**config.mk**
```make
export PLATFORM = sky130hd
export DESIGN_NAME = pid_position_delta_controller
export DESIGN_NICKNAME = d
export VERILOG_FILES = /design/src/hdl/pdc_pkg.sv /design/src/hdl/pdc_cfg.sv /design/src/hdl/pdc_step.sv /design/src/hdl/pid_position_delta_controller.sv
export SDC_FILE = /design/constraint.sdc
export NUM_CORES = 2
export LEC_CHECK = 0
export BUFFER_PORTS_ARGS = -buffer_cell sky130_fd_sc_hd__buf_2
export CAP_MARGIN = 10
export CORE_MARGIN = 1
export CORE_UTILIZATION = 23
export CTS_CLUSTER_SIZE = 16
export DETAILED_ROUTE_END_ITERATION = 10
export PLACE_DENSITY = 0.46
export SLEW_MARGIN = 20
export SYNTH_ARGS = -nofsm -noshare
export SYNTH_HDL_FRONTEND = slang
export SYNTH_HIERARCHICAL = 1
export SYNTH_SLANG_ARGS = --single-unit
```
**constraint.sdc**
```tcl
create_clock -name clk -period 21.1 [get_ports clk]
set_input_delay 2.11 -clock clk [delete_from_list [all_inputs] [get_ports clk]]
set_output_delay 2.11 -clock clk [all_outputs]
set_load 0.03 [all_outputs]
```
**src/hdl/pdc_pkg.sv**
```systemverilog
// Shared types and constants for the PID position/delta controller.
`default_nettype none

package pdc_pkg;

    localparam int GAIN_W      = 16;
    localparam int DRIVE_W     = 32;
    localparam int LIMIT_W     = 31;
    localparam int THR_W       = 17;
    localparam int CFG_DATA_W  = 31;
    localparam int CFG_INDEX_W = 3;

    localparam logic MODE_POSITION = 1'b0;
    localparam logic MODE_DELTA    = 1'b1;

    typedef enum logic [CFG_INDEX_W-1:0] {
        REG_MODE        = 3'd0,
        REG_KP_GAIN     = 3'd1,
        REG_KI_GAIN     = 3'd2,
        REG_KD_GAIN     = 3'd3,
        REG_OUT_LIMIT   = 3'd4,
        REG_INT_LIMIT   = 3'd5,
        REG_SEP_THRESH  = 3'd6,
        REG_SEP_ENABLE  = 3'd7
    } cfg_index_t;

    typedef struct packed {
        logic                     mode;
        logic signed [GAIN_W-1:0] kp_gain;
        logic signed [GAIN_W-1:0] ki_gain;
        logic signed [GAIN_W-1:0] kd_gain;
        logic [LIMIT_W-1:0]       output_limit;
        logic [LIMIT_W-1:0]       integral_limit;
        logic [THR_W-1:0]         separation_threshold;
        logic                     separation_enable;
    } cfg_t;

endpackage

`default_nettype wire

```
**src/hdl/pdc_cfg.sv**
```systemverilog
// Configuration register file of the PID controller.
`default_nettype none

module pdc_cfg
    import pdc_pkg::*;
(
    input  wire logic                   clk,
    input  wire logic                   rst_n,
    input  wire logic                   cfg_write,
    input  wire logic [CFG_INDEX_W-1:0] cfg_index,
    input  wire logic [CFG_DATA_W-1:0]  cfg_data,
    output cfg_t                        cfg
);

    cfg_t cfg_reg;
    cfg_t cfg_next;

    always_comb
    begin
        cfg_next = cfg_reg;
        if (cfg_write)
        begin
            unique case (cfg_index_t'(cfg_index))
                REG_MODE:       cfg_next.mode                 = cfg_data[0];
                REG_KP_GAIN:    cfg_next.kp_gain              = cfg_data[GAIN_W-1:0];
                REG_KI_GAIN:    cfg_next.ki_gain              = cfg_data[GAIN_W-1:0];
                REG_KD_GAIN:    cfg_next.kd_gain              = cfg_data[GAIN_W-1:0];
                REG_OUT_LIMIT:  cfg_next.output_limit         = cfg_data[LIMIT_W-1:0];
                REG_INT_LIMIT:  cfg_next.integral_limit       = cfg_data[LIMIT_W-1:0];
                REG_SEP_THRESH: cfg_next.separation_threshold = cfg_data[THR_W-1:0];
                REG_SEP_ENABLE: cfg_next.separation_enable    = cfg_data[0];
                default:        cfg_next = cfg_reg;
            endcase
        end
    end

    always_ff @(posedge clk or negedge rst_n)
    begin
        if (!rst_n)
        begin
            cfg_reg <= '0;
        end
        else
        begin
            cfg_reg <= cfg_next;
        end
    end

    assign cfg = cfg_reg;

endmodule

`default_nettype wire

```
**src/hdl/pdc_step.sv**
```systemverilog
// One controller step: error history, P/I/D terms, integral and output clamps.
`default_nettype none

module pdc_step
    import pdc_pkg::*;
#(
    parameter int SAMPLE_WIDTH = 16
)
(
    input  wire cfg_t                        cfg,
    input  wire logic signed [SAMPLE_WIDTH-1:0] measured,
    input  wire logic signed [SAMPLE_WIDTH-1:0] target,
    input  wire logic signed [SAMPLE_WIDTH:0]   err_now,
    input  wire logic signed [SAMPLE_WIDTH:0]   err_prev,
    input  wire logic signed [DRIVE_W-1:0]      integral,
    input  wire logic signed [DRIVE_W-1:0]      drive,
    output logic signed [SAMPLE_WIDTH:0]        err_new,
    output logic signed [DRIVE_W-1:0]           integral_new,
    output logic signed [DRIVE_W-1:0]           drive_new
);

    localparam int ERR_W  = SAMPLE_WIDTH + 1;
    localparam int D1_W   = SAMPLE_WIDTH + 2;
    localparam int D2_W   = SAMPLE_WIDTH + 3;
    localparam int PROD_W = GAIN_W + D2_W;
    localparam int ACC_W  = ((PROD_W > DRIVE_W) ? PROD_W : DRIVE_W) + 3;
    localparam int CMP_W  = (ERR_W > THR_W) ? ERR_W : THR_W;

    function automatic logic signed [ACC_W-1:0] clamp_sym(
        input logic signed [ACC_W-1:0] x,
        input logic [LIMIT_W-1:0]      lim
    );
        logic signed [ACC_W-1:0] pos;
        logic signed [ACC_W-1:0] neg;
        pos = $signed(ACC_W'(lim));
        neg = -pos;
        if (x > pos)
            return pos;
        else if (x < neg)
            return neg;
        else
            return x;
    endfunction

    logic signed [ERR_W-1:0]         e;
    logic signed [D1_W-1:0]          d1;
    logic signed [D2_W-1:0]          d2;
    logic signed [D1_W-1:0]          p_opd;
    logic signed [D2_W-1:0]          d_opd;
    logic signed [GAIN_W+D1_W-1:0]   p_term;
    logic signed [PROD_W-1:0]        d_term;
    logic signed [GAIN_W+ERR_W-1:0]  i_prod;
    logic [ERR_W-1:0]                mag;
    logic                            use_i;
    logic signed [ACC_W-1:0]         i_sum;
    logic signed [ACC_W-1:0]         i_clamped;
    logic signed [ACC_W-1:0]         base;
    logic signed [ACC_W-1:0]         sum;
    logic signed [ACC_W-1:0]         drive_clamped;

    always_comb
    begin
        e  = $signed(ERR_W'(target)) - $signed(ERR_W'(measured));
        d1 = $signed(D1_W'(e)) - $signed(D1_W'(err_now));
        d2 = $signed(D2_W'(e)) - ($signed(D2_W'(err_now)) <<< 1) + $signed(D2_W'(err_prev));

        p_opd = (cfg.mode == MODE_DELTA) ? d1 : $signed(D1_W'(e));
        d_opd = (cfg.mode == MODE_DELTA) ? d2 : $signed(D2_W'(d1));

        p_term = $signed(cfg.kp_gain) * p_opd;
        d_term = $signed(cfg.kd_gain) * d_opd;
        i_prod = $signed(cfg.ki_gain) * e;

        mag   = e[ERR_W-1] ? ERR_W'(-e) : ERR_W'(e);
        use_i = !cfg.separation_enable
                || (CMP_W'(mag) < CMP_W'(cfg.separation_threshold));

        if (cfg.mode == MODE_DELTA)
        begin
            i_sum = $signed(ACC_W'(i_prod));
            base  = $signed(ACC_W'(drive));
        end
        else
        begin
            i_sum = $signed(ACC_W'(integral)) + $signed(ACC_W'(i_prod));
            base  = '0;
        end
        i_clamped = clamp_sym(i_sum, cfg.integral_limit);

        sum = base + $signed(ACC_W'(p_term)) + $signed(ACC_W'(d_term))
              + (use_i ? i_clamped : '0);
        drive_clamped = clamp_sym(sum, cfg.output_limit);

        err_new      = e;
        integral_new = i_clamped[DRIVE_W-1:0];
        drive_new    = drive_clamped[DRIVE_W-1:0];
    end

endmodule

`default_nettype wire

```
**src/hdl/pid_position_delta_controller.sv**
```systemverilog
// Top level of the PID controller: input register, state, result register.
// Each transfer on the sample channel yields one drive result. A sample is
// held in an input register; from there the error, the three gain products,
// the integral and output clamps are formed in one pass and written to the
// result register together with the controller state once the result
// register is free. A new sample is taken every cycle, limited only by
// drive_ready. Configuration writes are registered and must be made while
// no sample is in flight.
`default_nettype none

module pid_position_delta_controller
    import pdc_pkg::*;
#(
    parameter int SAMPLE_WIDTH = 16
)
(
    input  wire logic                           clk,
    input  wire logic                           rst_n,
    input  wire logic                           cfg_write,
    input  wire logic [CFG_INDEX_W-1:0]         cfg_index,
    input  wire logic [CFG_DATA_W-1:0]          cfg_data,
    input  wire logic                           sample_valid,
    output logic                                sample_ready,
    input  wire logic signed [SAMPLE_WIDTH-1:0] measured,
    input  wire logic signed [SAMPLE_WIDTH-1:0] target,
    output logic                                drive_valid,
    input  wire logic                           drive_ready,
    output logic signed [DRIVE_W-1:0]           drive
);

    cfg_t cfg;

    logic                           in_valid_reg;
    logic signed [SAMPLE_WIDTH-1:0] measured_reg;
    logic signed [SAMPLE_WIDTH-1:0] target_reg;
    logic signed [SAMPLE_WIDTH:0]   err_now_reg;
    logic signed [SAMPLE_WIDTH:0]   err_prev_reg;
    logic signed [DRIVE_W-1:0]      integral_reg;
    logic signed [DRIVE_W-1:0]      drive_reg;
    logic                           out_valid_reg;

    logic signed [SAMPLE_WIDTH:0]   err_next;
    logic signed [DRIVE_W-1:0]      integral_next;
    logic signed [DRIVE_W-1:0]      drive_next;
    logic                           advance;
    logic                           take;

    pdc_cfg u_cfg (
        .clk       (clk),
        .rst_n     (rst_n),
        .cfg_write (cfg_write),
        .cfg_index (cfg_index),
        .cfg_data  (cfg_data),
        .cfg       (cfg)
    );

    pdc_step #(
        .SAMPLE_WIDTH (SAMPLE_WIDTH)
    ) u_step (
        .cfg          (cfg),
        .measured     (measured_reg),
        .target       (target_reg),
        .err_now      (err_now_reg),
        .err_prev     (err_prev_reg),
        .integral     (integral_reg),
        .drive        (drive_reg),
        .err_new      (err_next),
        .integral_new (integral_next),
        .drive_new    (drive_next)
    );

    assign advance      = in_valid_reg && (!out_valid_reg || drive_ready);
    assign sample_ready = !in_valid_reg || advance;
    assign take         = sample_valid && sample_ready;

    always_ff @(posedge clk or negedge rst_n)
    begin
        if (!rst_n)
        begin
            in_valid_reg  <= 1'b0;
            out_valid_reg <= 1'b0;
            err_now_reg   <= '0;
            err_prev_reg  <= '0;
            integral_reg  <= '0;
            drive_reg     <= '0;
        end
        else
        begin
            if (take)
                in_valid_reg <= 1'b1;
            else if (advance)
                in_valid_reg <= 1'b0;

            if (advance)
            begin
                out_valid_reg <= 1'b1;
                err_prev_reg  <= err_now_reg;
                err_now_reg   <= err_next;
                integral_reg  <= integral_next;
                drive_reg     <= drive_next;
            end
            else if (drive_ready)
            begin
                out_valid_reg <= 1'b0;
            end
        end
    end

    always_ff @(posedge clk)
    begin
        if (take)
        begin
            measured_reg <= measured;
            target_reg   <= target;
        end
    end

    assign drive_valid = out_valid_reg;
    assign drive       = drive_reg;

endmodule

`default_nettype wire

```
[Yosys cells after proc, flatten, opt, wreduce, memory -nomap -nowiden]
Cells that the tools add are included.
W data, S select, Z words.
Cells by class
  muxes and demuxes: 14
  add/sub/neg operators: 11
  magnitude comparators: 5
  eq/ne operators: 7
  reductions and logical operators: 19
  $mul: 3
Operators with widths (number)
  $mux W38: 5
  $add A38 B38 Y38: 3
  $gt A38 B32 Y1: 2
  $lt A38 B38 Y1: 2
  $neg A31 Y38: 2
  $mux W32: 2
  $mul A16 B19 Y35: 1
  $add A32 B33 Y34: 1
  $mul A16 B18 Y34: 1
  $mul A16 B17 Y33: 1
  $add A19 B17 Y19: 1
  $mux W19: 1
  $sub A17 B18 Y19: 1
  $mux W18: 1
  $sub A17 B17 Y18: 1
  $lt A17 B17 Y1: 1
  $mux W17: 1
  $neg A17 Y17: 1
  $sub A16 B16 Y17: 1
  $reduce_and A2 Y1: 8
  $eq A3 B3 Y1 const B: 4
  $eq A3 B2 Y1 const B: 2
  $mux W1: 4
  $reduce_bool A2 Y1: 2
  other kinds (5): 10
Word-level totals
  output and inout port bits: 34
  bits in registers: 261
  input bits: 71
  logic and storage cells: 75

[Depth between registers and ports, before layout]
  depth after elaboration: 12
  mapped depth: 98
  mapped depth without buffers: 95

[Cells and area by module]
Netlist, hierarchy kept.
Modules (own cells, without submodules)
  pdc_step: cells each 5776, times used 1, seq. area each 0.0 µm², area an instance 47463.0 µm²
  pdc_cfg: cells each 281, times used 1, seq. area each 3228.1 µm², area an instance 5049.8 µm²
  pid_position_delta_controller: cells each 246, times used 1, seq. area each 3463.3 µm², area an instance 4762.1 µm²

[Worst setup path before layout]
OpenSTA, ideal clock, no wires.
  path kind: register to register
  start point: reg measured_reg[0]
  end point: reg drive_reg[30] (netlist: drive[30])
  cell stages (with the launch flop): 94
  slack: 2.201 ns
  period minus slack after synthesis: 18.899 ns
  path buffers: 4
  library setup time: 0.125 ns
  arrival: 18.774 ns
  data required time: 20.975 ns
  cell sequence: edfxtp_1 > ha_1 > fa_1 > nor2b_1 > o21ai_0 > a21boi_0 > o21ai_0 > a21boi_0 > o21ai_0 > a21boi_0 > o21ai_0 > a21oi_1 > nor2_1 > xnor2_1 > clkbuf_1 > buf_1 > nand2_1 > fa_1 > [58 not listed] > ha_1 > a21o_1 > a21oi_1 > nor2b_1 > o21ai_0 > a21oi_1 > or4b_2 > a221oi_1 > o31a_1 > nand3_1 > maj3_1 > a21oi_1 > o21ai_1 > clkbuf_1 > nand2_1 > o21ai_0 > a22o_1 > mux2_2
Between the ends
  cells in the longest elaborated chain, start to end: 12
  elaborated cells on any way between the ends: 27
  those cells by class: add/sub (9); mul (3); order compare (5); mux (9); reduce/logical (1)
RTL lines
  from (decl): line pid_position_delta_controller.sv:34  | logic signed [SAMPLE_WIDTH-1:0] measured_reg;
  from (signal assigned): line pid_position_delta_controller.sv:113  | measured_reg <= measured;
  $sub A16 B16 Y17 *: line pdc_step.sv:63  | e = $signed(ERR_W'(target)) - $signed(ERR_W'(measured));
  via err_next[12]: line pid_position_delta_controller.sv:42  | logic signed [SAMPLE_WIDTH:0] err_next;
  $mul A16 B17 Y33 *: line pdc_step.sv:72  | i_prod = $signed(cfg.ki_gain) * e;
  $add A32 B33 Y34: line pdc_step.sv:85  | i_sum = $signed(ACC_W'(integral)) + $signed(ACC_W'(i_prod));
  $mux W38 *: line pdc_step.sv:78  | if (cfg.mode == MODE_DELTA)
  $lt A38 B38 Y1: line pdc_step.sv:39  | else if (x < neg)
  $mux W38: line pdc_step.sv:39
  $mux W38 *: line pdc_step.sv:37  | if (x > pos)
  via integral_next[2]: line pid_position_delta_controller.sv:43  | logic signed [DRIVE_W-1:0] integral_next;
  $mux W38 *: line pdc_step.sv:91  | + (use_i ? i_clamped : '0);
  $add A38 B38 Y38 *: line pdc_step.sv:91
  $lt A38 B38 Y1: line pdc_step.sv:39
  $mux W32: line pdc_step.sv:39
  $mux W32 *: line pdc_step.sv:37
  via drive_next[30]: line pid_position_delta_controller.sv:44  | logic signed [DRIVE_W-1:0] drive_next;
  to (signal assigned): line pid_position_delta_controller.sv:100  | drive_reg <= drive_next;
  to (decl): line pid_position_delta_controller.sv:39  | logic signed [DRIVE_W-1:0] drive_reg;
The timed path passes the listed nets; every way through them passes the cells marked *.
A chain may end at the register's enable or synchronous reset.

[Worst setup path after layout]
  start point: reg target_reg[0]
  end point: reg drive_reg[9] (netlist: drive[9])
Between the ends
  cells in the longest elaborated chain, start to end: 12
  elaborated cells on any way between the ends: 27
  those cells by class: add/sub (9); mul (3); order compare (5); mux (9); reduce/logical (1)
RTL lines
  from (decl): line pid_position_delta_controller.sv:35  | logic signed [SAMPLE_WIDTH-1:0] target_reg;
  from (signal assigned): line pid_position_delta_controller.sv:114  | target_reg <= target;
  $sub A16 B16 Y17 *: line pdc_step.sv:63
  via err_next[14]: line pid_position_delta_controller.sv:42
  $mul A16 B17 Y33 *: line pdc_step.sv:72
  $add A32 B33 Y34: line pdc_step.sv:85
  $mux W38 *: line pdc_step.sv:78
  $lt A38 B38 Y1: line pdc_step.sv:39
  $mux W38: line pdc_step.sv:39
  $mux W38 *: line pdc_step.sv:37
  via integral_next[2]: line pid_position_delta_controller.sv:43
  $mux W38 *: line pdc_step.sv:91
  $add A38 B38 Y38 *: line pdc_step.sv:91
  $lt A38 B38 Y1: line pdc_step.sv:39
  $mux W32: line pdc_step.sv:39
  $mux W32 *: line pdc_step.sv:37
  via drive_next[9]: line pid_position_delta_controller.sv:44
Marked as above.

==> results.toml <==
[yosys]
synth_ff_type = "dfrtp_1"
synth_nets = 7860
ys_top_cells_by_area = "fa_1 (33%), ha_1 (12%), dfrtp_1 (10%), inv_1 (7.9%), nand2_1 (5.3%)"
yosysTopAreaCell = "fa_1"
synthesis.instances = 6303
synth_top_area_share_pct = 33.45
ys_types = 97
avgSynthCellArea_um2 = 9.087
async_flop_share_pct = 87.74
syn-cell-area_um2 = 57270
ys_seq_area_share_pct = 11.68
ys_ff_latch = 261
synth-edff-count = 32
synth_warnings = 6

[critical_path]
critPathLaunchType = "flip-flop"
crit_path_end_kind = "flip-flop"
worstSetupStartpoint = "target_reg[0]$_DFFE_PP_"
r2r_cells = 92
cpMostUsedCell = "fa_1"
critPathMaxStageDelay_ps = 750
crit_slowest_cell = "or4b_2"
r2r-end = "drive[9]$_DFFE_PN0P_"
arrival_ps = 20500
reg2reg_from = "target_reg[0]$_DFFE_PP_"
crit_fanout = 14
rrSetupSlack_ps = 1080
worstSetupPathType = "reg2reg"
critical_path.top_delay_family = "compound AO/OA/AOI/OAI gates"
critPathBufInv = 10
required_ps = 21580

[floorplanning]
io_pins = 105
fp.dieArea_um2 = 251000
start_util_pct = 23.20
chipWidth_um = 501.0
die_height_um = 501.0
rows = 182
core-area_um2 = 246800

[grt]
grt_pass1_vias = 46820
antenna_found_initial = 13
grt_pass1_wl_um = 285800
grt_max_degree = 88
use_met1_pct = 19.49
grt_util_met3_pct = 1.243
grt_overflow = 0
busiest_layer = "met2"
grtUsageMet2_pct = 25.75
gr-usage-all-layers_pct = 14.88

[clock_tree]
cts_tree = "built"
clk_latency_ps = 610
cts_sinks = 261
clk_pin_slew_ps = 60
h-tree-depth = 2
ctsRootBufferMaster = "clkbuf_16"
cts_made_buffers = 39
clockBufferDepth = 3

[place]
portBuffers = 104
dp_worst_setup_slack_ps = 36.65
finalWeightedCongestion = 0.8801
placed_cells = 9576
dp_hpwl_um = 149700

[routing]
antenna_left = 0
first_iter_violations = 2603
avgRoutedWirePerCell_um = 19.04
dr.pass1.iters = 5
vias_per_cell = 4.490
routed_wl_um = 184000
num_vias = 43380
route.detailed.drc = 0

[sta]
max_slew_margin_pct = 22.03
maxSlewViolCount = 0
fin_tns_setup_ps = 0
fmax_mhz = 49.95
hold_viol = 0
clock_skew_ps = 29.64
worst_pin_slew_ps = 1167
min_period_over_period_pct = 94.89
setup_viol = 0
fin_ws_ps = 1079
finalCriticalPeriod_ps = 20020

[run_status]
status = "complete, no violations"

[hold_path]
hold_class = "reg2reg"
hold_end = "u_cfg/cfg[14]$_DFFE_PN0P_"
worstHoldStart = "u_cfg/cfg[14]$_DFFE_PN0P_"
hold_path_depth = 1

[layout]
drive_above_1_share_pct = 9.324
largest_reg_flops = 129
final_cell_mix = "inv_1 (1207), fa_1 (956), nand2_1 (803)"
final_common_cell = "inv_1"
fin_nets = 7877
syn_to_final_growth_pct = 10.94
instances_no_fill = 9663

[job]
drv_cap = 0
[routing by layer]
metal  wire, um  part of all wire [%]  vias up
met4       6257                   3.4        2
li1           -                     -    19910
met1      81080                    44    22300
met5         13                0.0071        -
met3       7059                   3.8      201
met2      89620                    49      976
[how the worst max path moves through the flow]
| stage | endpoint | cells past startpoint |
|---|---|---|
| floorplan | drive[30]$_DFFE_PN0P_ | 93 |
| global placement | drive[7]$_DFFE_PN0P_ | 89 |
| detailed placement | drive[9]$_DFFE_PN0P_ | 88 |
| CTS | drive[9]$_DFFE_PN0P_ | 88 |
| global route | drive[25]$_DFFE_PN0P_ | 94 |
| finish | drive[9]$_DFFE_PN0P_ | 92 |
[repair_timing]
action | 4_1_cts | 5_1_grt
resized for setup | 0 | 69
cloned | 0 | 4
setup endpoints to repair | 15 | 32
setup buffers | 2 | 9
hold buffers | 0 | 0
pin swaps | 1 | 21
[area by class of cell]
class / count / area (um2)
sequential: 261 / 6695
fill: 26820 / 183300
tap: 3312 / 4144
clock buffer: 44 / 1005
clock inverter: 26 / 274.0
timing repair buffer: 215 / 1435
antenna: 2 / 5.005
inverter: 1210 / 4542
multi-input combinational: 4593 / 45440
[logic make-up (layout without fill, tap and decap cells)]
| logic type | after synthesis | count (layout) | share of synthesized area [%] |
|---|---|---|---|
| multiplexers | 259 | 259 | 5.415 |
| AO/OA/AOI/OAI | 841 | 843 | 9.341 |
| adder cells (fa/ha/maj) | 1492 | 1492 | 45.11 |
| XOR/XNOR | 281 | 281 | 4.321 |
| buffers and inverters | 1451 | 1495 | 9.767 |
| AND/OR/NAND/NOR | 1718 | 1718 | 14.36 |
| flip-flops | 261 | 261 | 11.68 |
| other | 0 | 2 | 0 |
[synthesized netlist by cell type, types with 17 or more instances]
library cell / count
inv_1: 1207
fa_1: 957
nand2_1: 803
ha_1: 529
and2_1: 324
dfrtp_1: 229
a21oi_1: 222
o21ai_0: 217
nor2_1: 207
xnor2_1: 206
clkbuf_1: 180
mux2_2: 129
a21o_1: 97
xor2_1: 74
nor3_1: 72
nor2b_1: 65
mux2_1: 60
nand3_1: 55
mux2_4: 53
o21a_1: 50
nand2b_1: 49
nand4_1: 41
or2_2: 34
edfxtp_1: 32
a211oi_1: 30
o31ai_1: 30
a22o_1: 26
buf_1: 25
o21bai_1: 24
a21boi_0: 18
o211ai_1: 17
[metrics by stage]
stage | utilization (%) | hold slack, ps | cell area (um2)
after detailed placement | 25.05 | 480.9 | 61840
after global placement | 25.05 | 478.5 | 61840
final | 25.74 | 493.8 | 63540
after floorplan | - | 456.2 | 57270
after CTS | 25.58 | 497.1 | 63140
after global routing | 25.74 | 513.0 | 63530
Power is left out: the tool's default activity adds up to more than one toggle a clock period on the data nets, which glitch-free logic cannot reach.
